==> src/hw/rtl/mvt_pkg.sv <==
// ----------------------------------------------------------------------------
// mvt_pkg: shared types and constants for the 4x4 matrix-vector transform
// Q8.8 field types, word structs, matrix layout and register indexes.
// ----------------------------------------------------------------------------
package mvt_pkg;

    localparam int DIM       = 4;
    localparam int ELEM_W    = 16;
    localparam int ROW_W     = DIM * ELEM_W;
    localparam int PROD_W    = 2 * ELEM_W;
    localparam int PAIR_W    = PROD_W + 1;
    localparam int SUM_W     = PROD_W + 2;
    localparam int FRAC_BITS = 8;
    localparam int SHIFT_W   = SUM_W - FRAC_BITS;
    localparam int INDEX_W   = 8;

    // register indexes
    localparam logic [INDEX_W-1:0] REG_ROW0 = 8'd0;
    localparam logic [INDEX_W-1:0] REG_ROW1 = 8'd1;
    localparam logic [INDEX_W-1:0] REG_ROW2 = 8'd2;
    localparam logic [INDEX_W-1:0] REG_ROW3 = 8'd3;

    typedef logic signed [ELEM_W-1:0] q88_t;
    typedef logic [ROW_W-1:0]         row_t;
    typedef row_t [DIM-1:0]           mat_t;

    // identity matrix, one Q8.8 one on the diagonal
    localparam mat_t MATRIX_RESET = {
        64'h0100_0000_0000_0000,
        64'h0000_0100_0000_0000,
        64'h0000_0000_0100_0000,
        64'h0000_0000_0000_0100
    };

    typedef struct packed {
        q88_t in_x;
        q88_t in_y;
        q88_t in_z;
        q88_t in_w;
    } vec_in_t;

    typedef struct packed {
        q88_t out_x;
        q88_t out_y;
        q88_t out_z;
        q88_t out_w;
        logic saturated;
    } vec_out_t;

    // products, pair sums and row sums, row index outer
    typedef logic [DIM-1:0][DIM-1:0][PROD_W-1:0] prod_mat_t;
    typedef logic [DIM-1:0][1:0][PAIR_W-1:0]     pair_mat_t;
    typedef logic [DIM-1:0][SUM_W-1:0]           sum_vec_t;

    // handshake between pipeline sections
    typedef struct packed {
        logic valid;
    } fwd_t;

    typedef struct packed {
        logic ready;
    } bwd_t;

endpackage

==> src/hw/rtl/mvt_sum.sv <==
// ----------------------------------------------------------------------------
// mvt_sum: adder tree
// Two registered levels: pairs of products, then full row sums.
// ----------------------------------------------------------------------------
module mvt_sum
(
    input  logic               clk,
    input  logic               rst_n,
    input  mvt_pkg::fwd_t      up_fwd,
    output mvt_pkg::bwd_t      up_bwd,
    input  mvt_pkg::prod_mat_t prod,
    output mvt_pkg::fwd_t      down_fwd,
    input  mvt_pkg::bwd_t      down_bwd,
    output mvt_pkg::sum_vec_t  sum
);

    logic               pair_valid_reg;
    logic               sum_valid_reg;
    logic               pair_ready;
    logic               sum_ready;
    mvt_pkg::pair_mat_t pair_reg;
    mvt_pkg::pair_mat_t pair_next;
    mvt_pkg::sum_vec_t  sum_reg;
    mvt_pkg::sum_vec_t  sum_next;

    assign sum_ready  = !sum_valid_reg || down_bwd.ready;
    assign pair_ready = !pair_valid_reg || sum_ready;

    // first level: product pairs, sign extended by one bit
    always_comb
    begin
        for (int i = 0; i < mvt_pkg::DIM; i++)
        begin
            for (int k = 0; k < 2; k++)
            begin
                pair_next[i][k] =
                    mvt_pkg::PAIR_W'($signed(prod[i][2*k]))
                  + mvt_pkg::PAIR_W'($signed(prod[i][2*k+1]));
            end
        end
    end

    // second level: row sums
    always_comb
    begin
        for (int i = 0; i < mvt_pkg::DIM; i++)
        begin
            sum_next[i] = mvt_pkg::SUM_W'($signed(pair_reg[i][0]))
                        + mvt_pkg::SUM_W'($signed(pair_reg[i][1]));
        end
    end

    // valid bits
    always_ff @(posedge clk or negedge rst_n)
    begin
        if (!rst_n)
        begin
            pair_valid_reg <= 1'b0;
            sum_valid_reg  <= 1'b0;
        end
        else
        begin
            if (pair_ready)
            begin
                pair_valid_reg <= up_fwd.valid;
            end
            if (sum_ready)
            begin
                sum_valid_reg <= pair_valid_reg;
            end
        end
    end

    // payload
    always_ff @(posedge clk)
    begin
        if (pair_ready && up_fwd.valid)
        begin
            pair_reg <= pair_next;
        end
        if (sum_ready && pair_valid_reg)
        begin
            sum_reg <= sum_next;
        end
    end

    assign up_bwd.ready   = pair_ready;
    assign down_fwd.valid = sum_valid_reg;
    assign sum            = sum_reg;

endmodule

==> config.mk <==
export PLATFORM = sky130hd
export DESIGN_NAME = mvt_sum
export DESIGN_NICKNAME = d
export VERILOG_FILES = /design/src/hw/rtl/mvt_pkg.sv /design/src/hw/rtl/mvt_sum.sv
export SDC_FILE = /design/constraint.sdc
export NUM_CORES = 1
export LEC_CHECK = 0
export BUFFER_PORTS_ARGS = -buffer_cell sky130_fd_sc_hd__buf_2
export CORE_AREA = 2 2 251 253
export CTS_CLUSTER_SIZE = 24
export DETAILED_ROUTE_END_ITERATION = 8
export DIE_AREA = 0 0 253 255
export PLACE_DENSITY = 0.73
export SLEW_MARGIN = 30
export SYNTH_ARGS = -nofsm -noshare
export SYNTH_HDL_FRONTEND = slang
export SYNTH_SLANG_ARGS = --single-unit
==> constraint.sdc <==
create_clock -name clk -period 8.2 [get_ports clk]
set_input_delay 1.64 -clock clk [delete_from_list [all_inputs] [get_ports clk]]
set_output_delay 1.64 -clock clk [all_outputs]
set_load 0.03 [all_outputs]
Word level (Yosys, flattened, before mapping)
Index checks and enable logic that the tools add are counted.
Cells by class
  reductions and logical operators: 6
  $add $sub $neg: 12
Operator list (number)
  $add A32 B32 Y33: 8
  $add A33 B33 Y34: 4
  $logic_and A1 B1 Y1: 2
  $logic_not A1 Y1: 2
  $logic_or A1 B1 Y1: 2
Storage, ports and cells
  register bits: 402
  input port bits: 516
  output and inout port bits: 138
  logic and storage cells: 32

Longest topological paths before layout
Gate-level depths: netlist of the first run.
  depth after elaboration: 4
  gate-level depth with buffers: 13
  mapped depth without buffers: 13

Least setup slack after synthesis of the first run
No wires, ideal clock.
  path type: in2reg
  start: input port down_bwd
  end: register pair_reg[0] in the netlist's numbering, enable pin
  slack: -0.459 ns
  buffers on the path: 0
  data arrival time: 8.002 ns
  library setup time: 0.657 ns
  data required time: 7.543 ns
  stages: 2
  path through: nand3b_1 and2_1
On the way
  word-level cells in the longest chain between the ends: 3
Ends and longest elaborated chain
  from (decl): line mvt_sum.sv:13  | input mvt_pkg::bwd_t down_bwd,
  $logic_or A1 B1 Y1: line mvt_sum.sv:26  | assign sum_ready = !sum_valid_reg || down_bwd.ready;
  $logic_or A1 B1 Y1: line mvt_sum.sv:27  | assign pair_ready = !pair_valid_reg || sum_ready;
  $logic_and A1 B1 Y1: line mvt_sum.sv:77  | if (pair_ready && up_fwd.valid)
  to (signal assigned): line mvt_sum.sv:79  | pair_reg <= pair_next;
  to (decl): line mvt_sum.sv:21  | mvt_pkg::pair_mat_t pair_reg;
Every way passes these cells.
A chain may end at the register's enable or synchronous reset.

==> results of run 1 <==
[worst paths after layout]
| kind | slack, ns | start | cells after the start | endpoint |
|---|---|---|---|---|
| min reg2reg | 0.51 | pair_valid_reg | 1 | down_fwd |
| min | 0.51 | pair_valid_reg | 1 | down_fwd |
| max in group asynchronous | 7.26 | rst_n | 1 | pair_valid_reg |
| min in group asynchronous | 0.85 | rst_n | 1 | down_fwd |
| max | 3.57 | prod[320] | 13 | pair_reg[193] |
| max reg2reg | 4.60 | pair_reg[133] | 11 | sum[99] |
[stage by stage]
stage	area, um2	setup slack, ns	cells
floorplan	30500	2.48	2946
global placement	34700	3.09	4368
detailed placement	34700	3.02	4368
CTS	36300	3.64	4450
global route	36300	3.49	4452
finish	36300	3.57	4452
[cell families (layout without fill, tap and decap cells)]
logic type	Yosys count	after routing	synth area share
fa+ha+maj	400	400	0.167
xor+xnor	333	333	0.0957
flops	402	402	0.396
simple gates	658	658	0.106
compound gates	1025	1025	0.219
buf+inv	126	832	0.0157
other cells	0	1	0
mux	2	2	0.000657
[report_power, final]
group	internal [mW]	total [mW]	switching, mW
clock	1.34	2.18	0.844
combinational	1.22	3.14	1.91
sequential	2.80	2.92	0.119
total	5.36	8.24	2.88
[layout by cell type, fill, tap and decap left out, types with 14 or more instances in the layout]
| cell type | synthesis | layout |
|---|---|---|
| nor2b_1 | 47 | 47 |
| ha_1 | 388 | 388 |
| nand3_1 | 44 | 44 |
| a21oi_1 | 324 | 324 |
| edfxtp_1 | 400 | 400 |
| o21a_1 | 43 | 43 |
| o21bai_1 | 46 | 46 |
| and3_1 | 41 | 41 |
| buf_2 | 2 | 653 |
| a21o_1 | 211 | 211 |
| xnor2_1 | 223 | 223 |
| o211ai_1 | 23 | 23 |
| clkbuf_16 | 0 | 47 |
| nor3_1 | 24 | 24 |
| nand4_1 | 33 | 33 |
| a31oi_1 | 39 | 39 |
| xor2_1 | 110 | 110 |
| nand2b_1 | 63 | 63 |
| o21ai_0 | 163 | 163 |
| and2_1 | 16 | 14 |
| nand2_1 | 167 | 167 |
| a211oi_1 | 29 | 29 |
| inv_1 | 93 | 93 |
| nor2_1 | 173 | 173 |
[cell type report]
| type | instances | share of cell area |
|---|---|---|
| Sequential cell | 402 | 0.332 |
| Inverter | 93 | 0.00962 |
| Tap cell | 799 | 0.0275 |
| Clock buffer | 54 | 0.0331 |
| Antenna cell | 1 | 0.0000689 |
| Clock inverter | 28 | 0.0109 |
| Timing Repair Buffer | 657 | 0.0919 |
| Multi-Input combinational cell | 2418 | 0.495 |
[routing by layer]
layer	global-route usage	vias up	routed length [um]
met4	0.0822	2	2750
met1	0.333	11700	36700
met5	0	-	13
met3	0.0409	138	5600
met2	0.421	885	39300
li1	-	12600	-
==> results.md, run 1 <==
* Family with the most delay on the worst path: compound AO/OA/AOI/OAI gates
* Largest net degree at the start of global routing at 176
* Post-layout net count at 4533
* Site Rows at 92
* CTS sink count at 402
* Multi-input gate area at 0.0179 mm2
* RD Place Congestion at 0.981
* Post-synth EDFFs at 400
* Routed WL at 84300 um
* Yosys cell types at 80
* Number of flip-flops in the largest register at 264
* Drc violations at 0
* VDD IR max at 153 uV
* Share of the synthesized area in the top cell type at 0.394
* Leakage at 16.4 nW
* Synth area leaders: edfxtp_1 39%, ha_1 16%, xnor2_1 6.4%, a21oi_1 5.3%, a21o_1 5.2%
* Max-slew violations at 0
* CTS Hold Bufs at 0
* Die area at 0.0645 mm2
* Final period util at 0.565
* First-pass GRT wire length at 127000 um
* Clock transition at path regs at 0.06 ns
* FMAX at 216 MHz
* Effective utilization at floorplan at 0.490
* Tot GR Track Use at 0.251
* Ys Warns at 0
* Vias at 25300
* Remaining global-route overflow at 0
* Critical path cell sequence: buf_2, ha_1, fa_1, a21o_1, a21oi_1, o21ai_0, o211a_1, o41a_1, a221oi_1, o21ai_0, a21oi_1, o21ai_0, xor2_1
* CTS HTree Levels at 2
* Drt first-iter violations at 1640
* CP endpoint kind: flip-flop
* First-pass iteration count of the detailed router at 6
* Layout cells sized above 1 at 0.208
* Synthesized flop and latch total at 402
* Most frequent CP cell: o21ai_0
* Crit Path Category: input port to flip-flop
* Setup TNS at 0 ns
* WHS at 0.513 ns
* Slowest cell on the critical path: a221oi_1
* Core area at 0.0622 mm2
* Final critical-path required period at 4.63 ns
* Die Y at 255 um
* Mapped Area at 0.0305 mm2
* Hpwl dp at 69700 um
* Final core occ at 0.584
* Worst slew margin at 0.440
* Fill cell count at 5444
* Clock Skew at 0.0160 ns
* Asr flop ratio synth at 0.00498
* Post-CTS Setup Inserts at 0
* Final setup violation count at 0
* Hold crit path type: flip-flop to flip-flop
* Critical Path RT at 8.51 ns
* Area delta synth->final at 19.1%
* Initial antenna violation count at 2
* Number of nets with antenna violations after routing at 0
* Max Cap Viol at 0
* Worst-margin pin slew at 0.840 ns
* TritonCTS buffer count at 45
* Status: complete, no violations
* Clk_lat worst skew at 0.58 ns
* Arrival time worst endpoint at 4.94 ns
* Area leader, netlist: edfxtp_1
* DR WL/cell at 18.9 um
* Max Root-Sink Buffers at 3
* Port bufs at 653
* Synth Net Count at 3862
* Syn Area/Cell at 10.3 um2
* Clock tree from TritonCTS: yes
* Vias/cell at 5.69
* Top_reg_cell synth: edfxtp_1
* Clk root buf: clkbuf_16
* Dominant cell by count in the synthesized netlist: edfxtp_1
* Post-cts sizing count at 0
* Pwr/cell area at 227 mW/mm2
* RSZ-0062 raised after global routing: false
* Register area share after synthesis at 0.396
* Total power draw at 8.24 mW
* IO Pins at 654
* CP bufs+invs at 1
* Max Fanout on Critical Path at 3
* CP max stage delay at 0.52 ns
* Die span in x at 253 um
* FF+latch area at 0.0121 mm2
* Kind of start point of the critical path: input port
* Final hold violations at 0
* Most frequent cells after synthesis: 400 x edfxtp_1, 388 x ha_1, 324 x a21oi_1, 223 x xnor2_1, 211 x a21o_1
* Vias in the first global route at 24000
* Mapped Cells at 2946
Power figures use the tool's default switching activity.
==> run 2: changes to the inputs <==
Settings changed: CORE_AREA 2 2 251 253 to 2 2 255 257, DIE_AREA 0 0 253 255 to 0 0 257 259, PLACE_DENSITY 0.73 to 0.74.
Clock period 8.2 ns to 3.9 ns, I/O delays scaled along.
==> run 2 against run 1 <==
Effect of this change: cell area grew 1.8%; hold slack worse by 0.11 ns; critical endpoint is now sum[99]; critical path depth decreased by 2; via count is 0.93% higher; critical path type is now flip-flop to flip-flop; core utilization decreased by 0.53 points; routed wire length is 3.0% higher; count of clock-buffer cells in the layout fell by 1; largest power group unchanged; clock power rose by 110%; sequential power is 110% higher; global-route usage grew 0.086 points; combinational power grew 110%; first-iteration DRC count shrank 14%.
==> results.md, run 2 (same netlist as run 1, synthesis figures left out) <==
* Sequential share of power at 0.353 (about the same)
* Reg2Reg Setup Slack at 0.22 ns (-4.38 ns)
* Hold crit path type: input port to flip-flop
* Switch share at 0.348 (-0.000787)
* Effective utilization at floorplan at 0.477 (-0.0132)
* Hold Path Stages at 2 (+1)
* TritonCTS buffer count at 48 (+6.7%)
* Die area at 0.0666 mm2 (+3.2%)
* Initial antenna violation count at 22 (+20)
* IO Pins at 654 (unchanged)
* Critical path cell sequence: ha_1, a211oi_2, o21ai_1, a2111oi_4, nor3_2, o41ai_4, o221ai_2, a311oi_2, nor3_1, a211o_1, xor2_1
* Clock Skew at 0.0172 ns (+0.00117 ns)
* Drt first-iter violations at 1411 (-14%)
* Routed WL at 86800 um (+3.0%)
* Post-layout net count at 4603 (+1.5%)
* Post-cts sizing count at 0 (unchanged)
* Clk root buf: clkbuf_16
* Largest net degree at the start of global routing at 92 (-48%)
* Leakage at 16.7 nW (+2.1%)
* Drc violations at 0 (unchanged)
* Slowest cell on the critical path: a2111oi_4
* CTS Hold Bufs at 1 (+1)
* Remaining global-route overflow at 0 (unchanged)
* Status: complete, no violations
* Final critical-path required period at 3.68 ns
* Number of nets with antenna violations after routing at 0 (unchanged)
* Site Rows at 93 (+1.1%)
* CP max stage delay at 0.43 ns (-0.09 ns)
* Tot GR Track Use at 0.252 (+0.000858)
* RD Place Congestion at 0.997 (+1.6%)
* Worst r2r dst: sum[99]
* Arrival time worst endpoint at 4.02 ns (-0.92 ns)
* Layout cells sized above 1 at 0.222 (+0.0146)
* Area delta synth->final at 21.2%
* Final setup violation count at 0 (unchanged)
* First-pass iteration count of the detailed router at 5 (-1)
* Crit Path Category: flip-flop to flip-flop
* DR WL/cell at 18.9 um (about the same)
* Pre-CTS WS at -0.157 ns (-3.17 ns)
* Max Root-Sink Buffers at 3 (unchanged)
* Final period util at 0.945
* Commonest cells after routing, fill and taps aside: 653 x buf_2, 400 x edfxtp_1, 388 x ha_1, 324 x a21oi_1, 223 x xnor2_1
* Worst slew margin at 0.369 (-0.0709)
* Pwr/cell area at 472 mW/mm2 (+110%)
* Clock transition at path regs at 0.06 ns (about the same)
* Number of flip-flops in the largest register at 264 (unchanged)
* Max Fanout on Critical Path at 3 (unchanged)
* Kind of start point of the critical path: flip-flop
* Clk_lat worst skew at 0.58 ns (about the same)
* CTS sink count at 402 (unchanged)
* RSZ-0062 raised after global routing: false
* Most common cell after layout, fill and taps aside: buf_2
* Switch Pwr at 6.08 mW (+110%)
* P_int at 11.4 mW (+110%)
* Dpl cells at 4491 (+2.8%)
* Core area at 0.0639 mm2 (+2.8%)
* Hpwl dp at 71900 um (+3.2%)
* VDD IR max at 317 uV (+110%)
* First-pass GRT wire length at 132000 um (+3.9%)
* Vias/cell at 5.57 (-2.1%)
* Clock share of power at 0.266 (about the same)
* Comb pwr share at 0.381 (about the same)
* Final core occ at 0.579 (-0.00529)
* Post-CTS Setup Inserts at 0 (unchanged)
* Worst R2R Path Depth at 11 (unchanged)
* Die span in x at 257 um (+1.6%)
* CP endpoint kind: flip-flop
* Max Cap Viol at 0 (unchanged)
* FF-to-FF Start: pair_reg[133]
* Critical Path RT at 4.24 ns (-4.27 ns)
* Setup slack after layout at 0.215 ns (-3.35 ns)
* Clock tree from TritonCTS: yes
* CTS HTree Levels at 2 (unchanged)
* Non-Filler Instances at 4590 (+3.1%)
* Port bufs at 653 (unchanged)
* Worst-margin pin slew at 0.935 ns (+0.0941 ns)
* Vias in the first global route at 24700 (+2.9%)
* Worst hold endpoint: pair_valid_reg
* Vias at 25600 (+0.93%)
* Hold Startpoint: up_fwd
* Max-slew violations at 0 (unchanged)
* Die Y at 259 um (+1.6%)
* Final hold violations at 0 (unchanged)
* FMAX at 271 MHz
run 2: routing by layer:
layer | track usage | up-vias | routed length [um]
li1 | - | 12700 | -
met1 | 0.297 | 11900 | 34100
met2 | 0.454 | 793 | 43500
met3 | 0.0517 | 164 | 6160
met4 | 0.0896 | 14 | 3080
met5 | 0 | - | 80
run 2: layout make-up:
| class | count | area (um2) |
|---|---|---|
| Fill cell | 5515 | 26900 |
| Multi-Input combinational cell | 2418 | 17900 |
| Sequential cell | 402 | 12100 |
| Timing Repair Buffer | 724 | 3880 |
| Clock buffer | 53 | 1240 |
| Tap cell | 855 | 1070 |
| Clock inverter | 32 | 379 |
| Inverter | 93 | 349 |
| Antenna cell | 13 | 32.5 |
run 2: power groups by stage:
stage	sequential, mW	combinational, mW	clock (mW)
4_1_cts	6.18	6.63	4.74
3_3_place_gp	6.24	6.51	0
2_1_floorplan	6.89	3.97	0
3_5_place_dp	6.26	6.58	0
6_report	6.17	6.65	4.64
5_1_grt	6.23	7.28	4.88
run 2: critical path: cells and delay by family (launching register included):
| kind | cells | cell delay (ns) |
|---|---|---|
| and+or+nand+nor | 2 | 0.29 |
| adders and majority gates | 1 | 0.35 |
| xor gates and xnor gates | 1 | 0.14 |
| DFF | 1 | 0.41 |
| AOI/OAI and AO/OA | 7 | 2.26 |
run 2: how the worst max path moves through the flow:
stage                   from       endpoint  slack, ns
4_1_cts        pair_reg[133]        sum[99]       0.24
3_5_place_dp       prod[384]  pair_reg[226]      -0.16
2_1_floorplan      prod[320]  pair_reg[193]       0.19
3_3_place_gp       prod[384]  pair_reg[226]      -0.13
6_report       pair_reg[133]        sum[99]       0.22
5_1_grt        pair_reg[133]        sum[99]       0.09
run 2: per-stage QoR:
stage | hold slack [ns] | instance area (um2) | total power [mW] | TNS [ns]
2_1_floorplan | 0.449 | 30500 | 10.9 | 0
3_3_place_gp | 0.465 | 35300 | 12.7 | -0.314
3_5_place_dp | 0.478 | 35300 | 12.8 | -0.628
4_1_cts | 0.365 | 36900 | 17.5 | 0
5_1_grt | 0.405 | 36900 | 18.4 | 0
6_report | 0.402 | 37000 | 17.5 | 0
==> run 3: changes to the inputs <==
Settings changed: ABC_AREA set to 0, CORE_AREA 2 2 255 257 to unset, CORE_MARGIN set to 1.5, CORE_UTILIZATION set to 43, DIE_AREA 0 0 257 259 to unset, PLACE_DENSITY 0.74 to 0.68.
==> run 3 against run 2 <==
Effect of this change: hold slack better by 0.071 ns; clock skew is 0.0051 ns higher; final cell count is 1.8% higher; core utilization is 5.2 points lower; global-route usage is 2.6 points lower; critical path depth stayed put; highest routed layer unchanged; die area is 8.9% higher; non-clock buffer count is 6 lower; largest cell class unchanged; combinational power is 0.8% lower.
==> results.md, run 3 (same netlist as run 1, synthesis figures left out) <==
* Non-Filler Instances at 4673 (+1.8%)
* Drc violations at 0 (unchanged)
* Final critical-path required period at 3.64 ns (-0.0436 ns)
* Commonest cells after routing, fill and taps aside: 653 x buf_2, 400 x edfxtp_1, 388 x ha_1, 324 x a21oi_1, 223 x xnor2_1
* Max-slew violations at 0 (unchanged)
* First-pass iteration count of the detailed router at 5 (unchanged)
* Number of flip-flops in the largest register at 264 (unchanged)
* Dpl cells at 4570 (+1.8%)
* Clock transition at path regs at 0.06 ns (about the same)
* Total power draw at 17.2 mW (-1.3%)
* Final period util at 0.934 (-0.0112)
* Clock tree from TritonCTS: yes
* Clock Skew at 0.0223 ns (+0.00510 ns)
* Site Rows at 97 (+4.3%)
* Worst r2r dst: sum[99]
* CP startpoint: pair_reg[133]
* CP endpoint: sum[99]
* Die area at 0.0725 mm2 (+8.9%)
* Crit Path Category: flip-flop to flip-flop
* Hpwl dp at 70600 um (-1.8%)
* Initial antenna violation count at 28 (+27%)
* Largest net degree at the start of global routing at 87 (-5.4%)
* VDD IR max at 317 uV (about the same)
* FMAX at 275 MHz (+1.2%)
* Worst R2R Path Depth at 11 (unchanged)
* Pre-CTS WS at -0.239 ns (-0.0822 ns)
* Max Root-Sink Buffers at 3 (unchanged)
* Max Cap Viol at 0 (unchanged)
* Max Fanout on Critical Path at 3 (unchanged)
* Number of nets with antenna violations after routing at 0 (unchanged)
* Tot GR Track Use at 0.226 (-0.0264)
* CTS HTree Levels at 2 (unchanged)
* Core area at 0.0701 mm2 (+9.8%)
* Fill cell count at 6503 (+18%)
* Post-cts sizing count at 0 (unchanged)
* First-pass GRT wire length at 130000 um (-2.1%)
* Final setup violation count at 0 (unchanged)
* Hold crit path type: input port to flip-flop
* CP endpoint kind: flip-flop
* Area delta synth->final at 21.2% (about the same)
* Drt first-iter violations at 1776 (+26%)
* Critical Path RT at 4.22 ns (-0.02 ns)
* Vias/cell at 5.46 (-2.0%)
* Leakage at 16.7 nW (-0.40%)
* Pwr/cell area at 466 mW/mm2 (-1.2%)
* Routed WL at 85500 um (-1.5%)
* Setup slack after layout at 0.259 ns (+0.0436 ns)
* Vias in the first global route at 24300 (-1.7%)
* Most common cell after layout, fill and taps aside: buf_2
* IO Pins at 654 (unchanged)
* Effective utilization at floorplan at 0.435 (-0.0426)
* Die Y at 269 um (+4.0%)
* RD Place Congestion at 0.942 (-5.5%)
* Port bufs at 653 (unchanged)
* Final hold violations at 0 (unchanged)
* Reg2Reg Setup Slack at 0.26 ns (+0.04 ns)
* DR WL/cell at 18.3 um (-3.3%)
* TritonCTS buffer count at 47 (-2.1%)
* Remaining global-route overflow at 0 (unchanged)
* Post-layout net count at 4596 (-0.15%)
* Clk_lat worst skew at 0.59 ns (about the same)
* Worst slew margin at 0.434 (+0.0652)
* Kind of start point of the critical path: flip-flop
* Clk root buf: clkbuf_16
* Vias at 25500 (-0.24%)
* FF-to-FF Start: pair_reg[133]
* Layout cells sized above 1 at 0.220 (-0.00206)
* RSZ-0062 raised after global routing: false
* Die span in x at 269 um (+4.8%)
* Arrival time worst endpoint at 3.96 ns (-0.06 ns)
* Post-CTS Setup Inserts at 0 (unchanged)
* Status: complete, no violations
* CTS sink count at 402 (unchanged)
* Worst-margin pin slew at 0.838 ns (-0.0965 ns)
run 3: cell types whose count changed in the layout (fill, tap and decap cells not counted):
cell,before,now
clkinv_2,6,8
diode_2,13,17
clkbuf_1,4,9
bufinv_16,8,6
buf_4,64,60
clkinv_8,0,1
clkinv_1,9,7
clkinv_4,3,0
inv_6,0,1
clkbuf_16,49,48
clkinvlp_4,5,4
buf_12,6,4
run 3: layout make-up:
cell class | count | area, um2 | share of cell area
multi-input cells | 2418 | 17900 | 0.486
flip-flops and latches | 402 | 12100 | 0.327
repair buffers | 718 | 3810 | 0.103
clock buffers | 57 | 1230 | 0.0334
well taps | 940 | 1180 | 0.0318
inverters | 93 | 349 | 0.00945
clock inverters | 28 | 313 | 0.00847
diodes | 17 | 42.5 | 0.00115
run 3: critical path, cell delays in order (launching register included):
cell,delay [ns]
edfxtp_1,0.39
ha_1,0.35
a211oi_2,0.27
o21ai_1,0.17
a2111oi_4,0.41
nor3_2,0.14
o41ai_4,0.41
o221ai_2,0.20
a311oi_2,0.42
nor3_1,0.14
a211o_1,0.33
xor2_1,0.14
run 3: metrics by stage:
stage               utilization  hold slack, ns  instance area, um2  setup TNS, ns
finish                    0.527           0.472               36900              0
global route              0.526           0.439               36900              0
CTS                       0.526           0.428               36900              0
detailed placement        0.504           0.482               35300          -1.51
global placement          0.504           0.481               35300         -0.839
floorplan                     -           0.449               30500              0
run 3: routing by layer:
metal | vias up | routed length [um] | part of all wire | track usage
li1 | 12700 | - | - | -
met1 | 11800 | 35100 | 0.41 | 0.274
met2 | 781 | 41800 | 0.49 | 0.399
met3 | 144 | 6410 | 0.075 | 0.0523
met4 | 18 | 2080 | 0.024 | 0.0625
met5 | - | 112 | 0.0013 | 0
run 3: how the worst min path moves through the flow:
stage / from / to / cells after the start
after CTS: up_fwd / pair_valid_reg / 2
after global placement: pair_valid_reg / down_fwd / 1
after global routing: up_fwd / pair_valid_reg / 2
after floorplan: pair_valid_reg / down_fwd / 1
final: up_fwd / pair_valid_reg / 2
after detailed placement: pair_valid_reg / down_fwd / 1
run 3: timing repair:
| action | CTS | global route |
|---|---|---|
| setup endpoints to repair | 0 | 0 |
| hold endpoints to repair | 2 | 0 |
| hold buffers | 1 | 0 |
run 3: report_power, final:
| group | internal [mW] | switching, mW |
|---|---|---|
| Sequential | 5.89 | 0.268 |
| Combinational | 2.66 | 3.94 |
| Clock | 2.65 | 1.82 |
