## src/hw/rtl/mvt_pkg.sv

```systemverilog
// ----------------------------------------------------------------------------
// mvt_pkg: shared types and constants for the 4x4 matrix-vector transform
// Q8.8 field types, word structs, matrix layout and register indexes.
// ----------------------------------------------------------------------------
package mvt_pkg;

    localparam int DIM       = 4;
    localparam int ELEM_W    = 16;
    localparam int ROW_W     = DIM * ELEM_W;
    localparam int PROD_W    = 2 * ELEM_W;
    localparam int PAIR_W    = PROD_W + 1;
    localparam int SUM_W     = PROD_W + 2;
    localparam int FRAC_BITS = 8;
    localparam int SHIFT_W   = SUM_W - FRAC_BITS;
    localparam int INDEX_W   = 8;

    // register indexes
    localparam logic [INDEX_W-1:0] REG_ROW0 = 8'd0;
    localparam logic [INDEX_W-1:0] REG_ROW1 = 8'd1;
    localparam logic [INDEX_W-1:0] REG_ROW2 = 8'd2;
    localparam logic [INDEX_W-1:0] REG_ROW3 = 8'd3;

    typedef logic signed [ELEM_W-1:0] q88_t;
    typedef logic [ROW_W-1:0]         row_t;
    typedef row_t [DIM-1:0]           mat_t;

    // identity matrix, one Q8.8 one on the diagonal
    localparam mat_t MATRIX_RESET = {
        64'h0100_0000_0000_0000,
        64'h0000_0100_0000_0000,
        64'h0000_0000_0100_0000,
        64'h0000_0000_0000_0100
    };

    typedef struct packed {
        q88_t in_x;
        q88_t in_y;
        q88_t in_z;
        q88_t in_w;
    } vec_in_t;

    typedef struct packed {
        q88_t out_x;
        q88_t out_y;
        q88_t out_z;
        q88_t out_w;
        logic saturated;
    } vec_out_t;

    // products, pair sums and row sums, row index outer
    typedef logic [DIM-1:0][DIM-1:0][PROD_W-1:0] prod_mat_t;
    typedef logic [DIM-1:0][1:0][PAIR_W-1:0]     pair_mat_t;
    typedef logic [DIM-1:0][SUM_W-1:0]           sum_vec_t;

    // handshake between pipeline sections
    typedef struct packed {
        logic valid;
    } fwd_t;

    typedef struct packed {
        logic ready;
    } bwd_t;

endpackage

```

## src/hw/rtl/mvt_sat.sv

```systemverilog
// ----------------------------------------------------------------------------
// mvt_sat: scale and saturate, output register
// Floor shift by the fraction bits, clip to 16 bits, flag any clipping.
// ----------------------------------------------------------------------------
module mvt_sat
(
    input  logic              clk,
    input  logic              rst_n,
    input  mvt_pkg::fwd_t     up_fwd,
    output mvt_pkg::bwd_t     up_bwd,
    input  mvt_pkg::sum_vec_t sum,
    output logic              out_valid,
    input  logic              out_ready,
    output mvt_pkg::vec_out_t out_data
);

    logic                                         valid_reg;
    logic                                         ready;
    mvt_pkg::vec_out_t                            data_reg;
    mvt_pkg::vec_out_t                            data_next;
    logic [mvt_pkg::DIM-1:0][mvt_pkg::ELEM_W-1:0] comp;
    logic [mvt_pkg::DIM-1:0]                      clip;

    assign ready = !valid_reg || out_ready;

    // arithmetic shift rounds toward minus infinity
    always_comb
    begin
        logic signed [mvt_pkg::SHIFT_W-1:0] sh;
        for (int i = 0; i < mvt_pkg::DIM; i++)
        begin
            sh = mvt_pkg::SHIFT_W'($signed(sum[i]) >>> mvt_pkg::FRAC_BITS);
            // in range when all bits above the low 15 agree with the sign
            clip[i] = !((&sh[mvt_pkg::SHIFT_W-1:mvt_pkg::ELEM_W-1])
                     || !(|sh[mvt_pkg::SHIFT_W-1:mvt_pkg::ELEM_W-1]));
            if (clip[i])
            begin
                comp[i] = sh[mvt_pkg::SHIFT_W-1] ? 16'h8000 : 16'h7fff;
            end
            else
            begin
                comp[i] = sh[mvt_pkg::ELEM_W-1:0];
            end
        end
    end

    always_comb
    begin
        data_next.out_x     = comp[0];
        data_next.out_y     = comp[1];
        data_next.out_z     = comp[2];
        data_next.out_w     = comp[3];
        data_next.saturated = |clip;
    end

    // valid bit
    always_ff @(posedge clk or negedge rst_n)
    begin
        if (!rst_n)
        begin
            valid_reg <= 1'b0;
        end
        else if (ready)
        begin
            valid_reg <= up_fwd.valid;
        end
    end

    // output word
    always_ff @(posedge clk)
    begin
        if (ready && up_fwd.valid)
        begin
            data_reg <= data_next;
        end
    end

    assign up_bwd.ready = ready;
    assign out_valid    = valid_reg;
    assign out_data     = data_reg;

endmodule

```

## config.mk

```make
export PLATFORM = sky130hd
export DESIGN_NAME = mvt_sat
export DESIGN_NICKNAME = d
export VERILOG_FILES = /design/src/hw/rtl/mvt_pkg.sv /design/src/hw/rtl/mvt_sat.sv
export SDC_FILE = /design/constraint.sdc
export NUM_CORES = 1
export LEC_CHECK = 0
export BUFFER_PORTS_ARGS = -buffer_cell sky130_fd_sc_hd__buf_2
export CELL_PAD_IN_SITES_DETAIL_PLACEMENT = 1
export CELL_PAD_IN_SITES_GLOBAL_PLACEMENT = 2
export CORE_MARGIN = 2
export CORE_UTILIZATION = 27
export DETAILED_ROUTE_END_ITERATION = 16
export GPL_ROUTABILITY_DRIVEN = 1
export PLACE_DENSITY_LB_ADDON = 0.08
export SETUP_SLACK_MARGIN = 0.4
export SLEW_MARGIN = 20
export SYNTH_ARGS = -nofsm -noshare
export SYNTH_HDL_FRONTEND = slang
export SYNTH_SLANG_ARGS = --single-unit
```

## constraint.sdc

```tcl
create_clock -name clk -period 4 [get_ports clk]
set_clock_uncertainty 0.15 [all_clocks]
set_input_delay 0.2 -clock clk [delete_from_list [all_inputs] [get_ports clk]]
set_output_delay 0.2 -clock clk [all_outputs]
set_load 0.005 [all_outputs]
```

# After elaboration in Yosys (flattened, before gate mapping)
# Index checks and enable logic that the tools add are counted.
# totals
reg_bits,66
in_bits,140
output_inout_bits,67
wordCells,38
# classes
n_mux,8
reduce_logical,24
# ops
cell,count
16-bit two-way mux,8
11-bit AND reduction,4
11-bit OR reduction,4
1-bit logical NOT,9
1-bit logical OR,5
4-bit OR reduction,1
1-bit logical AND,1

# Depth between registers and ports, before layout
# Gate-level depths: netlist of the first run.
# depth
ltp_word,5
depth_mapped,5
depth_no_buf,4

# Least setup slack after synthesis of the first run
# No wires, ideal clock.
# synth_timing
path_kind,register to register
startpoint,register valid_reg (netlist: out_valid)
endpoint,"register data_reg, in the netlist out_data[0], enable pin"
setup_time_ps,430
t_arrival_ps,2052
required_time_ps,3420
path_slack_ps,1368
stages_incl_launch_ff,3
path_buffers,0
period_less_slack_ps,2632
cell_sequence,dfrtp_1 -> nand2b_1 -> and2_1
# synth_between
elab_chain_cells,3
# synth_rtl
element,line,text
"start, declared",mvt_sat.sv:17,logic valid_reg;
"start signal, assigned",mvt_sat.sv:65,valid_reg <= up_fwd.valid;
1-bit logical NOT,mvt_sat.sv:24,assign ready = !valid_reg || out_ready;
1-bit logical OR,mvt_sat.sv:24,
net up_bwd,mvt_sat.sv:10,"output mvt_pkg::bwd_t up_bwd,"
1-bit logical AND,mvt_sat.sv:72,if (ready && up_fwd.valid)
"end signal, assigned",mvt_sat.sv:74,data_reg <= data_next;
"end, declared",mvt_sat.sv:19,mvt_pkg::vec_out_t data_reg;
# The timed path passes the listed nets, and every way through them passes these cells.
# A chain may end at the register's enable or synchronous reset.

# Worst setup path in the final report of the first run
# layout_timing
startpoint,register valid_reg (netlist: out_valid)
endpoint,"register data_reg, in the netlist out_data[57], enable pin"
# layout_between
elab_chain_cells,3
# layout_rtl
element,line
1-bit logical NOT,mvt_sat.sv:24
1-bit logical OR,mvt_sat.sv:24
1-bit logical AND,mvt_sat.sv:72
# Every way passes these cells.

==> results of run 1 <==
cells in the final DEF, fill, tap and decap left out:
cell / n
sky130_fd_sc_hd__a31o_2: 1
sky130_fd_sc_hd__clkinv_1: 1
sky130_fd_sc_hd__a21o_2: 3
sky130_fd_sc_hd__clkinv_4: 1
sky130_fd_sc_hd__nor4_4: 6
sky130_fd_sc_hd__clkinvlp_4: 1
sky130_fd_sc_hd__nand4_2: 3
sky130_fd_sc_hd__clkinv_2: 2
sky130_fd_sc_hd__nand3_1: 4
sky130_fd_sc_hd__a21o_1: 57
sky130_fd_sc_hd__and2_2: 1
sky130_fd_sc_hd__nand4_1: 6
sky130_fd_sc_hd__dlygate4sd3_1: 68
sky130_fd_sc_hd__nor4_2: 2
sky130_fd_sc_hd__nand2b_1: 2
sky130_fd_sc_hd__buf_4: 3
sky130_fd_sc_hd__clkbuf_8: 9
sky130_fd_sc_hd__nor3_2: 4
sky130_fd_sc_hd__buf_2: 174
sky130_fd_sc_hd__edfxtp_1: 65
sky130_fd_sc_hd__dfrtp_1: 1
sky130_fd_sc_hd__bufinv_16: 1
sky130_fd_sc_hd__a311oi_2: 1
sky130_fd_sc_hd__a311oi_4: 3
sky130_fd_sc_hd__a31o_4: 3
sky130_fd_sc_hd__inv_6: 1
sky130_fd_sc_hd__nor3_1: 4
state kept, by name, summed over array words and instances, names as in the netlist:
register and cells:
out_data 65, out_valid 1
power groups by stage:
stage,logic (mW),registers (mW),clock network (mW)
floorplan,0.0599,0.837,0
global placement,0.182,0.828,0
detailed placement,0.184,0.829,0
CTS,0.238,0.814,0.585
finish,0.236,0.813,0.558
global route,0.262,0.817,0.610
synth_stat cells (all sizes together):
cell type / n / area (µm²)
a21o: 60 / 454
a311oi: 4 / 60.1
a31o: 4 / 61.3
and2: 1 / 6.26
buf: 8 / 82.6
clkbuf: 1 / 3.75
dfrtp: 1 / 25.0
dlygate4sd1: 3 / 26.3
edfxtp: 65 / 1950
nand2b: 2 / 12.5
nand3: 4 / 20.0
nand4: 9 / 75.1
nor3: 8 / 60.1
nor4: 8 / 153
cells by family (layout without fill, tap and decap cells):
kind of cell           count (synthesis)  after routing
and+or+nand+nor                       32             32
buffers and inverters                 12            261
DFF                                   66             66
AOI/OAI and AO/OA                     68             68
cell type report:
| type | count | area, µm² |
|---|---|---|
| clock inverters | 7 | 68.8 |
| well taps | 140 | 175 |
| flip-flops and latches | 66 | 1980 |
| repair buffers | 245 | 1570 |
| fillers | 1176 | 5980 |
| multi-input cells | 100 | 937 |
| clock buffers | 9 | 124 |
final timing paths:
check | slack, ps | depth (start not counted) | end
worst max-delay path | 1850 | 3 | out_data[57]$_DFFE_PP_
worst min register to register | 980 | 3 | out_valid$_DFFE_PN0N_
worst max register to register | 1850 | 3 | out_data[57]$_DFFE_PP_
worst min-delay path | 390 | 4 | out_data[0]$_DFFE_PP_
max in group asynchronous | 3070 | 3 | out_valid$_DFFE_PN0N_
min in group asynchronous | 530 | 3 | out_valid$_DFFE_PN0N_
per-layer routing:
metal	wire, µm	track usage (%)	vias up
met3	729	4.36	13
met2	4280	25.3	111
met1	3660	17.6	1218
li1	-	-	1209
met5	0	0	-
met4	129	5.70	0
through the flow:
| stage | hold slack [ps] | std cells | util [%] | cell area, µm² |
|---|---|---|---|---|
| floorplan | -246 | 178 | - | 2990 |
| global placement | -174 | 482 | 36.4 | 3940 |
| detailed placement | -173 | 482 | 36.4 | 3940 |
| CTS | 368 | 566 | 44.4 | 4810 |
| global route | 409 | 567 | 44.8 | 4860 |
| finish | 387 | 567 | 44.8 | 4860 |
repair_timing:
action	4_1_cts	5_1_grt
hold buffers	68	0
setup endpoints to repair	0	0
endpoints found under the hold margin	66	0
worst max-delay path: cells and delay by family (launching register included):
kind,cells,cell delay [ps]
AND/OR/NAND/NOR,2,790
buffers and inverters,1,460
flip-flops,1,400
==> impl_metrics.prom, run 1 <==
# TYPE chip_impl_metric gauge
chip_impl_info{name="path_class",value="reg2reg"} 1
chip_impl_metric{name="post_synthesis_instance_total",unit=""} 178
chip_impl_metric{name="finalWorstPathRequiredPeriod",unit="ps"} 2150
chip_impl_info{name="synth_top_family_by_area",value="compound AO/OA/AOI/OAI gates"} 1
chip_impl_info{name="hold_crit_class",value="in2reg"} 1
chip_impl_metric{name="antenna_found_initial",unit=""} 0
chip_impl_metric{name="postCtsResizedCells",unit=""} 0
chip_impl_metric{name="top_fanout_value_on_the_critical_path",unit=""} 33
chip_impl_metric{name="report.final.hold_viol_count",unit=""} 0
chip_impl_metric{name="achievable-frequency",unit="MHz"} 464
chip_impl_metric{name="antenna_violating_nets_post_route",unit=""} 0
chip_impl_metric{name="power.density",unit="nW/µm²"} 331
chip_impl_metric{name="synth.distinct_cells",unit=""} 20
chip_impl_metric{name="synth.area.mux_share",unit="%"} 0
chip_impl_info{name="clock-root-buffer",value="sky130_fd_sc_hd__clkbuf_8"} 1
chip_impl_metric{name="grt_pass1_wl",unit="µm"} 13600
chip_impl_info{name="holdCritStartpoint",value="sum[31]"} 1
chip_impl_metric{name="io_buffers",unit=""} 174
chip_impl_info{name="run_status",value="finished clean"} 1
chip_impl_info{name="tritoncts",value="yes"} 1
chip_impl_info{name="rsz0062_at_grt",value="false"} 1
chip_impl_metric{name="avgViaCountPerCell",unit=""} 4.50
chip_impl_metric{name="wirelength",unit="µm"} 8800
chip_impl_metric{name="detail_route.drc_violations",unit=""} 0
chip_impl_metric{name="drt_iter0_drcs",unit=""} 71
chip_impl_metric{name="synthesized_cell_area",unit="µm²"} 2990
chip_impl_metric{name="core_area",unit="µm²"} 10800
chip_impl_metric{name="relative_slew_slack",unit="%"} 47.8
chip_impl_metric{name="switching_share",unit="%"} 23.9
chip_impl_metric{name="cts_buffer_depth",unit=""} 2
chip_impl_metric{name="insertedDiodeCount",unit=""} 0
chip_impl_metric{name="number_of_nets_in_the_final_layout",unit=""} 562
chip_impl_metric{name="grt_start_max_net_pins",unit=""} 34
chip_impl_metric{name="maximum_vdd_ir_drop",unit="mV"} 0.125
chip_impl_metric{name="p_total",unit="mW"} 1.61
chip_impl_metric{name="dieWidth",unit="µm"} 109
chip_impl_metric{name="final-max-slew-violation-count",unit=""} 0
chip_impl_metric{name="die_height",unit="µm"} 109
chip_impl_metric{name="track_usage",unit="%"} 14.8
chip_impl_metric{name="die-area",unit="µm²"} 11900
chip_impl_info{name="worstSetupStartpointType",value="register"} 1
chip_impl_metric{name="final_layout_size_suffix_gt1_share",unit="%"} 51.3
chip_impl_metric{name="synth_xor_area_share",unit="%"} 0
chip_impl_metric{name="clk_pin_slew",unit="ps"} 80
chip_impl_metric{name="final_critical_path_setup_slack",unit="ps"} 1850
chip_impl_metric{name="via_count",unit=""} 2551
chip_impl_info{name="kind_of_end_point_of_the_critical_path",value="register"} 1
chip_impl_info{name="crit_start",value="out_valid$_DFFE_PN0N_"} 1
chip_impl_metric{name="place_worst_setup_slack",unit="ps"} 1820
chip_impl_metric{name="clock_power_share",unit="%"} 34.7
chip_impl_metric{name="globalRouteOverflowTotal",unit=""} 0
chip_impl_info{name="crit_slowest_cell",value="sky130_fd_sc_hd__and2_2"} 1
chip_impl_metric{name="timing.max_cap.violations",unit=""} 0
chip_impl_info{name="cp_cell_sequence",value="nand2b_1 > and2_2 > buf_4"} 1
chip_impl_metric{name="clock_insertion_delay_worst_skew",unit="ps"} 340
chip_impl_metric{name="yosysSeqAreaShare",unit="%"} 66.1
chip_impl_info{name="critical_path.reg2reg.startpoint",value="out_valid$_DFFE_PN0N_"} 1
chip_impl_metric{name="ys_warn_count",unit=""} 0
chip_impl_metric{name="cts-htree-levels",unit=""} 3
chip_impl_metric{name="avgSynthCellArea",unit="µm²"} 16.8
chip_impl_metric{name="dp_hpwl",unit="µm"} 6120
chip_impl_metric{name="cts.sink_count",unit=""} 66
chip_impl_metric{name="critical_path_at",unit="ps"} 2010
chip_impl_metric{name="ys_ff_latch",unit=""} 66
chip_impl_metric{name="cts_post_setup_buffers_inserted",unit=""} 0
chip_impl_metric{name="total_leakage_power",unit="nW"} 2.23
chip_impl_metric{name="synthAdderAreaFrac",unit="%"} 0
chip_impl_metric{name="timing.critical_path.required",unit="ps"} 3860
chip_impl_metric{name="area.growth.synth_to_final",unit="%"} 62.3
chip_impl_metric{name="detail_route.first_pass.iterations",unit=""} 4
chip_impl_metric{name="cell_internal_pwr",unit="mW"} 1.22
chip_impl_metric{name="timing_worst_slew_pin_value",unit="ps"} 783
chip_impl_metric{name="synth_simple_gate_area_share",unit="%"} 10.9
chip_impl_metric{name="count_of_endpoints_failing_setup_in_the_final_report",unit=""} 0
chip_impl_metric{name="power.share.combinational",unit="%"} 14.7
chip_impl_metric{name="reg_power_share",unit="%"} 50.6
chip_impl_metric{name="rows",unit=""} 38
chip_impl_metric{name="top_level_ports",unit=""} 207
chip_impl_metric{name="synth_compound_area_share",unit="%"} 19.2
chip_impl_metric{name="setup_total_negative_slack",unit="ps"} 0
chip_impl_metric{name="synth_fp_nets",unit=""} 318
chip_impl_metric{name="cts-buffers-inserted",unit=""} 9
chip_impl_metric{name="routed_len_inst",unit="µm"} 15.5
chip_impl_metric{name="switching_power",unit="mW"} 0.383
chip_impl_metric{name="finalWeightedCongestion",unit=""} 0.695
chip_impl_metric{name="initial_utilization",unit="%"} 27.6
chip_impl_metric{name="grt_pass1_vias",unit=""} 2788
chip_impl_metric{name="critical-path-max-stage-delay",unit="ps"} 670
chip_impl_metric{name="finalCritPeriodShare",unit="%"} 53.9
(Power assumes the default switching activity.)
==> inputs of run 2 (changes only) <==
Settings changed: CORE_UTILIZATION 27 to 25.
Clock period 4 ns to 2 ns, I/O delays scaled along.
==> impl_metrics.prom, run 2 (synthesis gave the netlist of run 1 again) <==
# TYPE chip_impl_metric gauge
chip_impl_metric{name="critical-path-max-stage-delay",unit="ps"} 890
chip_impl_metric{name="count_of_endpoints_failing_setup_in_the_final_report",unit=""} 0
chip_impl_info{name="top_library_cells_by_usage_in_the_layout_fill_and_taps_aside",value="sky130_fd_sc_hd__buf_2 (174), sky130_fd_sc_hd__dlygate4sd3_1 (68), sky130_fd_sc_hd__edfxtp_1 (65)"} 1
chip_impl_metric{name="io_buffers",unit=""} 174
chip_impl_metric{name="setup_total_negative_slack",unit="ps"} 0
chip_impl_metric{name="drt_iter0_drcs",unit=""} 98
chip_impl_info{name="rsz0062_at_grt",value="false"} 1
chip_impl_metric{name="post-route-util",unit="%"} 42.7
chip_impl_metric{name="timing.max_cap.violations",unit=""} 0
chip_impl_metric{name="timing_worst_slew_pin_value",unit="ps"} 1050
chip_impl_metric{name="report.final.hold_viol_count",unit=""} 0
chip_impl_info{name="tritoncts",value="yes"} 1
chip_impl_metric{name="area.growth.synth_to_final",unit="%"} 65.2
chip_impl_metric{name="detail_route.drc_violations",unit=""} 0
chip_impl_metric{name="finalWeightedCongestion",unit=""} 0.713
chip_impl_metric{name="rows",unit=""} 39
chip_impl_metric{name="critical_path_at",unit="ps"} 1450
chip_impl_metric{name="routed_len_inst",unit="µm"} 15.9
chip_impl_metric{name="number_of_flip_flops_under_the_largest_register_name",unit=""} 65
chip_impl_metric{name="clock_insertion_delay_worst_skew",unit="ps"} 320
chip_impl_metric{name="track_usage",unit="%"} 14.2
chip_impl_metric{name="number_of_nets_in_the_final_layout",unit=""} 561
chip_impl_metric{name="timing.critical_path.required",unit="ps"} 2040
chip_impl_metric{name="via_count",unit=""} 2534
chip_impl_metric{name="cts.sink_count",unit=""} 66
chip_impl_metric{name="clk_pin_slew",unit="ps"} 50
chip_impl_metric{name="insertedDiodeCount",unit=""} 0
chip_impl_metric{name="relative_slew_slack",unit="%"} 29.9
chip_impl_info{name="hold_crit_class",value="in2reg"} 1
chip_impl_info{name="cp_cell_sequence",value="buf_2 > nand4_1 > nor3_2 > a311oi_2 > a21o_2"} 1
chip_impl_metric{name="antenna_violating_nets_post_route",unit=""} 0
chip_impl_metric{name="die_height",unit="µm"} 113
chip_impl_metric{name="grt_pass1_wl",unit="µm"} 14200
chip_impl_metric{name="dp_hpwl",unit="µm"} 6090
chip_impl_metric{name="final_critical_path_setup_slack",unit="ps"} 598
chip_impl_metric{name="maximum_vdd_ir_drop",unit="mV"} 0.295
chip_impl_metric{name="avgViaCountPerCell",unit=""} 4.45
chip_impl_info{name="worstSetupStartpointType",value="input port"} 1
chip_impl_metric{name="dieWidth",unit="µm"} 113
chip_impl_info{name="layout.cells.most_common",value="sky130_fd_sc_hd__buf_2"} 1
chip_impl_metric{name="wirelength",unit="µm"} 9030
chip_impl_info{name="crit_slowest_cell",value="sky130_fd_sc_hd__a311oi_2"} 1
chip_impl_metric{name="finalWorstPathRequiredPeriod",unit="ps"} 1400
chip_impl_metric{name="finalCritPeriodShare",unit="%"} 70.1
chip_impl_metric{name="total_leakage_power",unit="nW"} 2.26
chip_impl_info{name="kind_of_end_point_of_the_critical_path",value="register"} 1
chip_impl_metric{name="place_worst_setup_slack",unit="ps"} 165
chip_impl_metric{name="globalRouteOverflowTotal",unit=""} 0
chip_impl_metric{name="cts_buffer_depth",unit=""} 2
chip_impl_metric{name="detail_route.first_pass.iterations",unit=""} 4
chip_impl_metric{name="initial_utilization",unit="%"} 25.9
chip_impl_metric{name="grt_pass1_vias",unit=""} 2816
chip_impl_metric{name="top_level_ports",unit=""} 207
chip_impl_metric{name="final_layout_size_suffix_gt1_share",unit="%"} 50.5
chip_impl_metric{name="cts-buffers-inserted",unit=""} 9
chip_impl_info{name="path_class",value="in2reg"} 1
chip_impl_metric{name="die-area",unit="µm²"} 12900
chip_impl_metric{name="grt_start_max_net_pins",unit=""} 37
chip_impl_metric{name="layout.filler_cells",unit=""} 1258
chip_impl_metric{name="top_fanout_value_on_the_critical_path",unit=""} 15
chip_impl_info{name="run_status",value="finished clean"} 1
chip_impl_info{name="clock-root-buffer",value="sky130_fd_sc_hd__clkbuf_16"} 1
chip_impl_metric{name="final-max-slew-violation-count",unit=""} 0
chip_impl_metric{name="cts-htree-levels",unit=""} 3
chip_impl_metric{name="achievable-frequency",unit="MHz"} 713
chip_impl_metric{name="power.density",unit="nW/µm²"} 706
chip_impl_metric{name="core_area",unit="µm²"} 11600
chip_impl_metric{name="antenna_found_initial",unit=""} 0
-- run 2: path summary, 6_finish.rpt --
check                                 startpoint                endpoint  slack, ps  depth (start not counted)
max in group asynchronous                  rst_n   out_valid$_DFFE_PN0N_       1150                          3
hold reg to reg            out_valid$_DFFE_PN0N_  out_data[39]$_DFFE_PP_        830                          3
min in group asynchronous                  rst_n   out_valid$_DFFE_PN0N_        450                          3
setup / recovery                         sum[61]  out_data[36]$_DFFE_PP_        600                          5
hold / removal                          sum[135]   out_data[8]$_DFFE_PP_        200                          3
setup reg to reg           out_valid$_DFFE_PN0N_   out_data[5]$_DFFE_PP_        620                          3
-- run 2: final cells by class --
cell class | count | area (µm²) | share of cell area (%)
Timing Repair Buffer | 244 | 1590 | 32.2
Sequential cell | 66 | 1980 | 40.0
Tap cell | 143 | 179 | 3.62
Multi-Input combinational cell | 100 | 938 | 19.0
Clock inverter | 4 | 18.8 | 0.380
Clock buffer | 12 | 236 | 4.79
-- run 2: metal layers --
metal  GRT usage [%]  wire, µm
met1            15.8      3620
met2            25.0      4510
met3            4.78       669
met4            6.02       223
met5               0         0
-- run 2: critical path: cells and delay by family --
kind,cells,cell delay [ps]
AO/OA/AOI/OAI,2,1060
AND/OR/NAND/NOR,2,170
buffers and inverters,1,120
-- run 2: per-stage QoR --
stage | hold WS [ps] | cell area [µm²] | instances | power [mW]
finish | 197 | 4940 | 569 | 3.49
global route | 205 | 4940 | 569 | 3.64
CTS | 242 | 4910 | 569 | 3.54
detailed placement | -273 | 3970 | 485 | 2.04
global placement | -274 | 3970 | 485 | 2.03
floorplan | -346 | 2990 | 178 | 1.79
-- run 2: power by group --
part	switching (mW)	internal, mW
Clock	0.547	0.828
Sequential	0.0155	1.61
Combinational	0.211	0.273
Total	0.774	2.71
-- run 2: timing repair --
item                                   CTS  global route
buffers inserted                         0             0
resized for setup                        0             0
endpoints found under the hold margin   66             0
hold buffers                            68             0
==> inputs of run 3 (changes only) <==
Clock period 2 ns to 1.4 ns, I/O delays scaled along.
==> impl_metrics.prom, run 3 (synthesis gave the netlist of run 1 again) <==
# TYPE chip_impl_metric gauge
chip_impl_metric{name="report.final.hold_viol_count",unit=""} 1
chip_impl_metric{name="cts_buffer_depth",unit=""} 2
chip_impl_metric{name="insertedDiodeCount",unit=""} 0
chip_impl_metric{name="finalCritPeriodShare",unit="%"} 96.9
chip_impl_metric{name="routed_len_inst",unit="µm"} 16.0
chip_impl_metric{name="area.growth.synth_to_final",unit="%"} 84.7
chip_impl_metric{name="total_leakage_power",unit="nW"} 2.56
chip_impl_metric{name="core_area",unit="µm²"} 11600
chip_impl_metric{name="detail_route.drc_violations",unit=""} 0
chip_impl_info{name="top_library_cells_by_usage_in_the_layout_fill_and_taps_aside",value="sky130_fd_sc_hd__buf_2 (158), sky130_fd_sc_hd__dlygate4sd3_1 (67), sky130_fd_sc_hd__edfxtp_1 (65)"} 1
chip_impl_metric{name="cts-htree-levels",unit=""} 3
chip_impl_metric{name="critical_path_at",unit="ps"} 1250
chip_impl_info{name="cpLargestDelayFamily",value="flip-flops"} 1
chip_impl_metric{name="holdBufCountCts",unit=""} 67
chip_impl_info{name="hold_crit_class",value="in2reg"} 1
chip_impl_metric{name="final_layout_size_suffix_gt1_share",unit="%"} 55.0
chip_impl_metric{name="post-route-util",unit="%"} 47.8
chip_impl_info{name="path_class",value="reg2reg"} 1
chip_impl_metric{name="top_level_ports",unit=""} 207
chip_impl_metric{name="dp_hpwl",unit="µm"} 6280
chip_impl_metric{name="dieWidth",unit="µm"} 113
chip_impl_metric{name="track_usage",unit="%"} 15.1
chip_impl_metric{name="wl_met1",unit="µm"} 3900
chip_impl_metric{name="place_worst_setup_slack",unit="ps"} -69.8
chip_impl_metric{name="grt_pass1_wl",unit="µm"} 14900
chip_impl_metric{name="number_of_flip_flops_under_the_largest_register_name",unit=""} 65
chip_impl_metric{name="power.density",unit="nW/µm²"} 958
chip_impl_info{name="tritoncts",value="yes"} 1
chip_impl_metric{name="worst_r2r_path_depth",unit=""} 4
chip_impl_metric{name="detail_route.first_pass.iterations",unit=""} 4
chip_impl_metric{name="timing.reg2reg.setup_slack",unit="ps"} 40
chip_impl_metric{name="dr_wl_met3",unit="µm"} 514
chip_impl_metric{name="worst_hold_slack",unit="ps"} -21.3
chip_impl_metric{name="maximum_vdd_ir_drop",unit="mV"} 0.440
chip_impl_metric{name="grt_start_max_net_pins",unit=""} 32
chip_impl_metric{name="initial_utilization",unit="%"} 25.9
chip_impl_metric{name="antenna_found_initial",unit=""} 0
chip_impl_metric{name="count_of_endpoints_failing_setup_in_the_final_report",unit=""} 0
chip_impl_info{name="maxUsedRoutingLayer",value="met4"} 1
chip_impl_metric{name="clock_insertion_delay_worst_skew",unit="ps"} 320
chip_impl_metric{name="setup_total_negative_slack",unit="ps"} 0
chip_impl_metric{name="io_buffers",unit=""} 174
chip_impl_metric{name="final-max-slew-violation-count",unit=""} 0
chip_impl_metric{name="wirelength",unit="µm"} 9590
chip_impl_info{name="worstSetupStartpointType",value="register"} 1
chip_impl_metric{name="top_fanout_value_on_the_critical_path",unit=""} 9
chip_impl_info{name="run_status",value="finished with violations"} 1
chip_impl_metric{name="hold_path_depth",unit=""} 4
chip_impl_metric{name="critical-path-max-stage-delay",unit="ps"} 380
chip_impl_metric{name="grt_pass1_vias",unit=""} 2912
chip_impl_metric{name="worst-path-stages",unit=""} 4
chip_impl_metric{name="number_of_nets_in_the_final_layout",unit=""} 592
chip_impl_metric{name="via_count",unit=""} 2663
chip_impl_metric{name="finalWorstPathRequiredPeriod",unit="ps"} 1360
chip_impl_metric{name="antenna_violating_nets_post_route",unit=""} 0
chip_impl_info{name="layout.cells.most_common",value="sky130_fd_sc_hd__buf_2"} 1
chip_impl_info{name="kind_of_end_point_of_the_critical_path",value="register"} 1
chip_impl_metric{name="finalWeightedCongestion",unit=""} 0.734
chip_impl_metric{name="rows",unit=""} 39
chip_impl_metric{name="layout.filler_cells",unit=""} 1234
chip_impl_metric{name="relative_slew_slack",unit="%"} 76.6
chip_impl_metric{name="die_height",unit="µm"} 113
chip_impl_info{name="rsz0062_at_grt",value="true"} 1
chip_impl_metric{name="cts-buffers-inserted",unit=""} 9
chip_impl_metric{name="detailroute.wirelength.met2",unit="µm"} 4930
chip_impl_info{name="cp_cell_sequence",value="nand2b_1 > and2_4 > buf_12 > buf_16"} 1
chip_impl_metric{name="final_critical_path_setup_slack",unit="ps"} 43.5
chip_impl_metric{name="timing.max_cap.violations",unit=""} 0
chip_impl_metric{name="avgViaCountPerCell",unit=""} 4.45
chip_impl_metric{name="critical_path.n_buffers_inverters",unit=""} 2
chip_impl_info{name="failing_checks",value="negative hold slack"} 1
chip_impl_metric{name="globalRouteOverflowTotal",unit=""} 0
chip_impl_info{name="clock-root-buffer",value="sky130_fd_sc_hd__clkbuf_16"} 1
chip_impl_metric{name="timing.critical_path.required",unit="ps"} 1290
chip_impl_metric{name="achievable-frequency",unit="MHz"} 737
chip_impl_metric{name="clk_pin_slew",unit="ps"} 50
chip_impl_metric{name="cts.sink_count",unit=""} 66
chip_impl_metric{name="p_total",unit="mW"} 5.29
chip_impl_metric{name="drt_iter0_drcs",unit=""} 72
chip_impl_metric{name="die-area",unit="µm²"} 12900
chip_impl_metric{name="timing_worst_slew_pin_value",unit="ps"} 351
chip_impl_info{name="crit_slowest_cell",value="sky130_fd_sc_hd__dfrtp_1"} 1
==> run 3: cell count changes in the layout (fill, tap and decap cells not counted), sizes merged <==
cell | previous run | this run
bufinv | 0 | 1
a31o | 4 | 6
buf | 176 | 204
dlygate4sd3 | 68 | 67
clkinv | 4 | 3
clkbuf | 12 | 13
==> run 3: cell type report <==
class	count	area (µm²)	area share, %
clock buffers	11	233	4.21
clock inverters	4	43.8	0.793
multi-input cells	102	1010	18.3
flip-flops and latches	66	1980	35.8
well taps	143	179	3.24
repair buffers	273	2080	37.6
==> run 3: stage by stage <==
stage | area (µm²) | cells
CTS | 5460 | 598
floorplan | 3030 | 178
finish | 5520 | 599
global route | 5520 | 599
global placement | 4200 | 505
detailed placement | 4200 | 505
==> run 3: power breakdown <==
part	internal, mW	total [mW]	switching, mW
registers	2.30	2.33	0.0239
clock network	1.36	2.14	0.782
logic	0.496	0.828	0.331
total	4.16	5.29	1.14
==> run 3: repair_timing <==
item,in CTS,in global routing
gates resized for setup,33,14
buffers inserted,6,1
setup endpoints to repair,193,193
hold endpoints to repair,66,1
gates cloned,5,0
pin swaps,30,15
==> run 3: layer usage <==
metal,up-vias,GRT usage (%)
met5,-,0
met4,0,7.24
met3,19,3.56
met2,106,26.2
met1,1258,17.6
li1,1280,-
==> run 3: final timing paths <==
kind	startpoint	to
worst max-delay path	out_valid$_DFFE_PN0N_	out_data[39]$_DFFE_PP_
worst min-delay path	out_ready	out_valid$_DFFE_PN0N_
worst max register to register	out_valid$_DFFE_PN0N_	out_data[39]$_DFFE_PP_
worst min register to register	out_valid$_DFFE_PN0N_	out_valid$_DFFE_PN0N_
max in group asynchronous	rst_n	out_valid$_DFFE_PN0N_
min in group asynchronous	rst_n	out_valid$_DFFE_PN0N_
==> run 3: tightest hold or removal path, delay by kind of cell <==
kind	cells	cell delay, ps
and+or+nand+nor	2	160
buffers and inverters	2	190
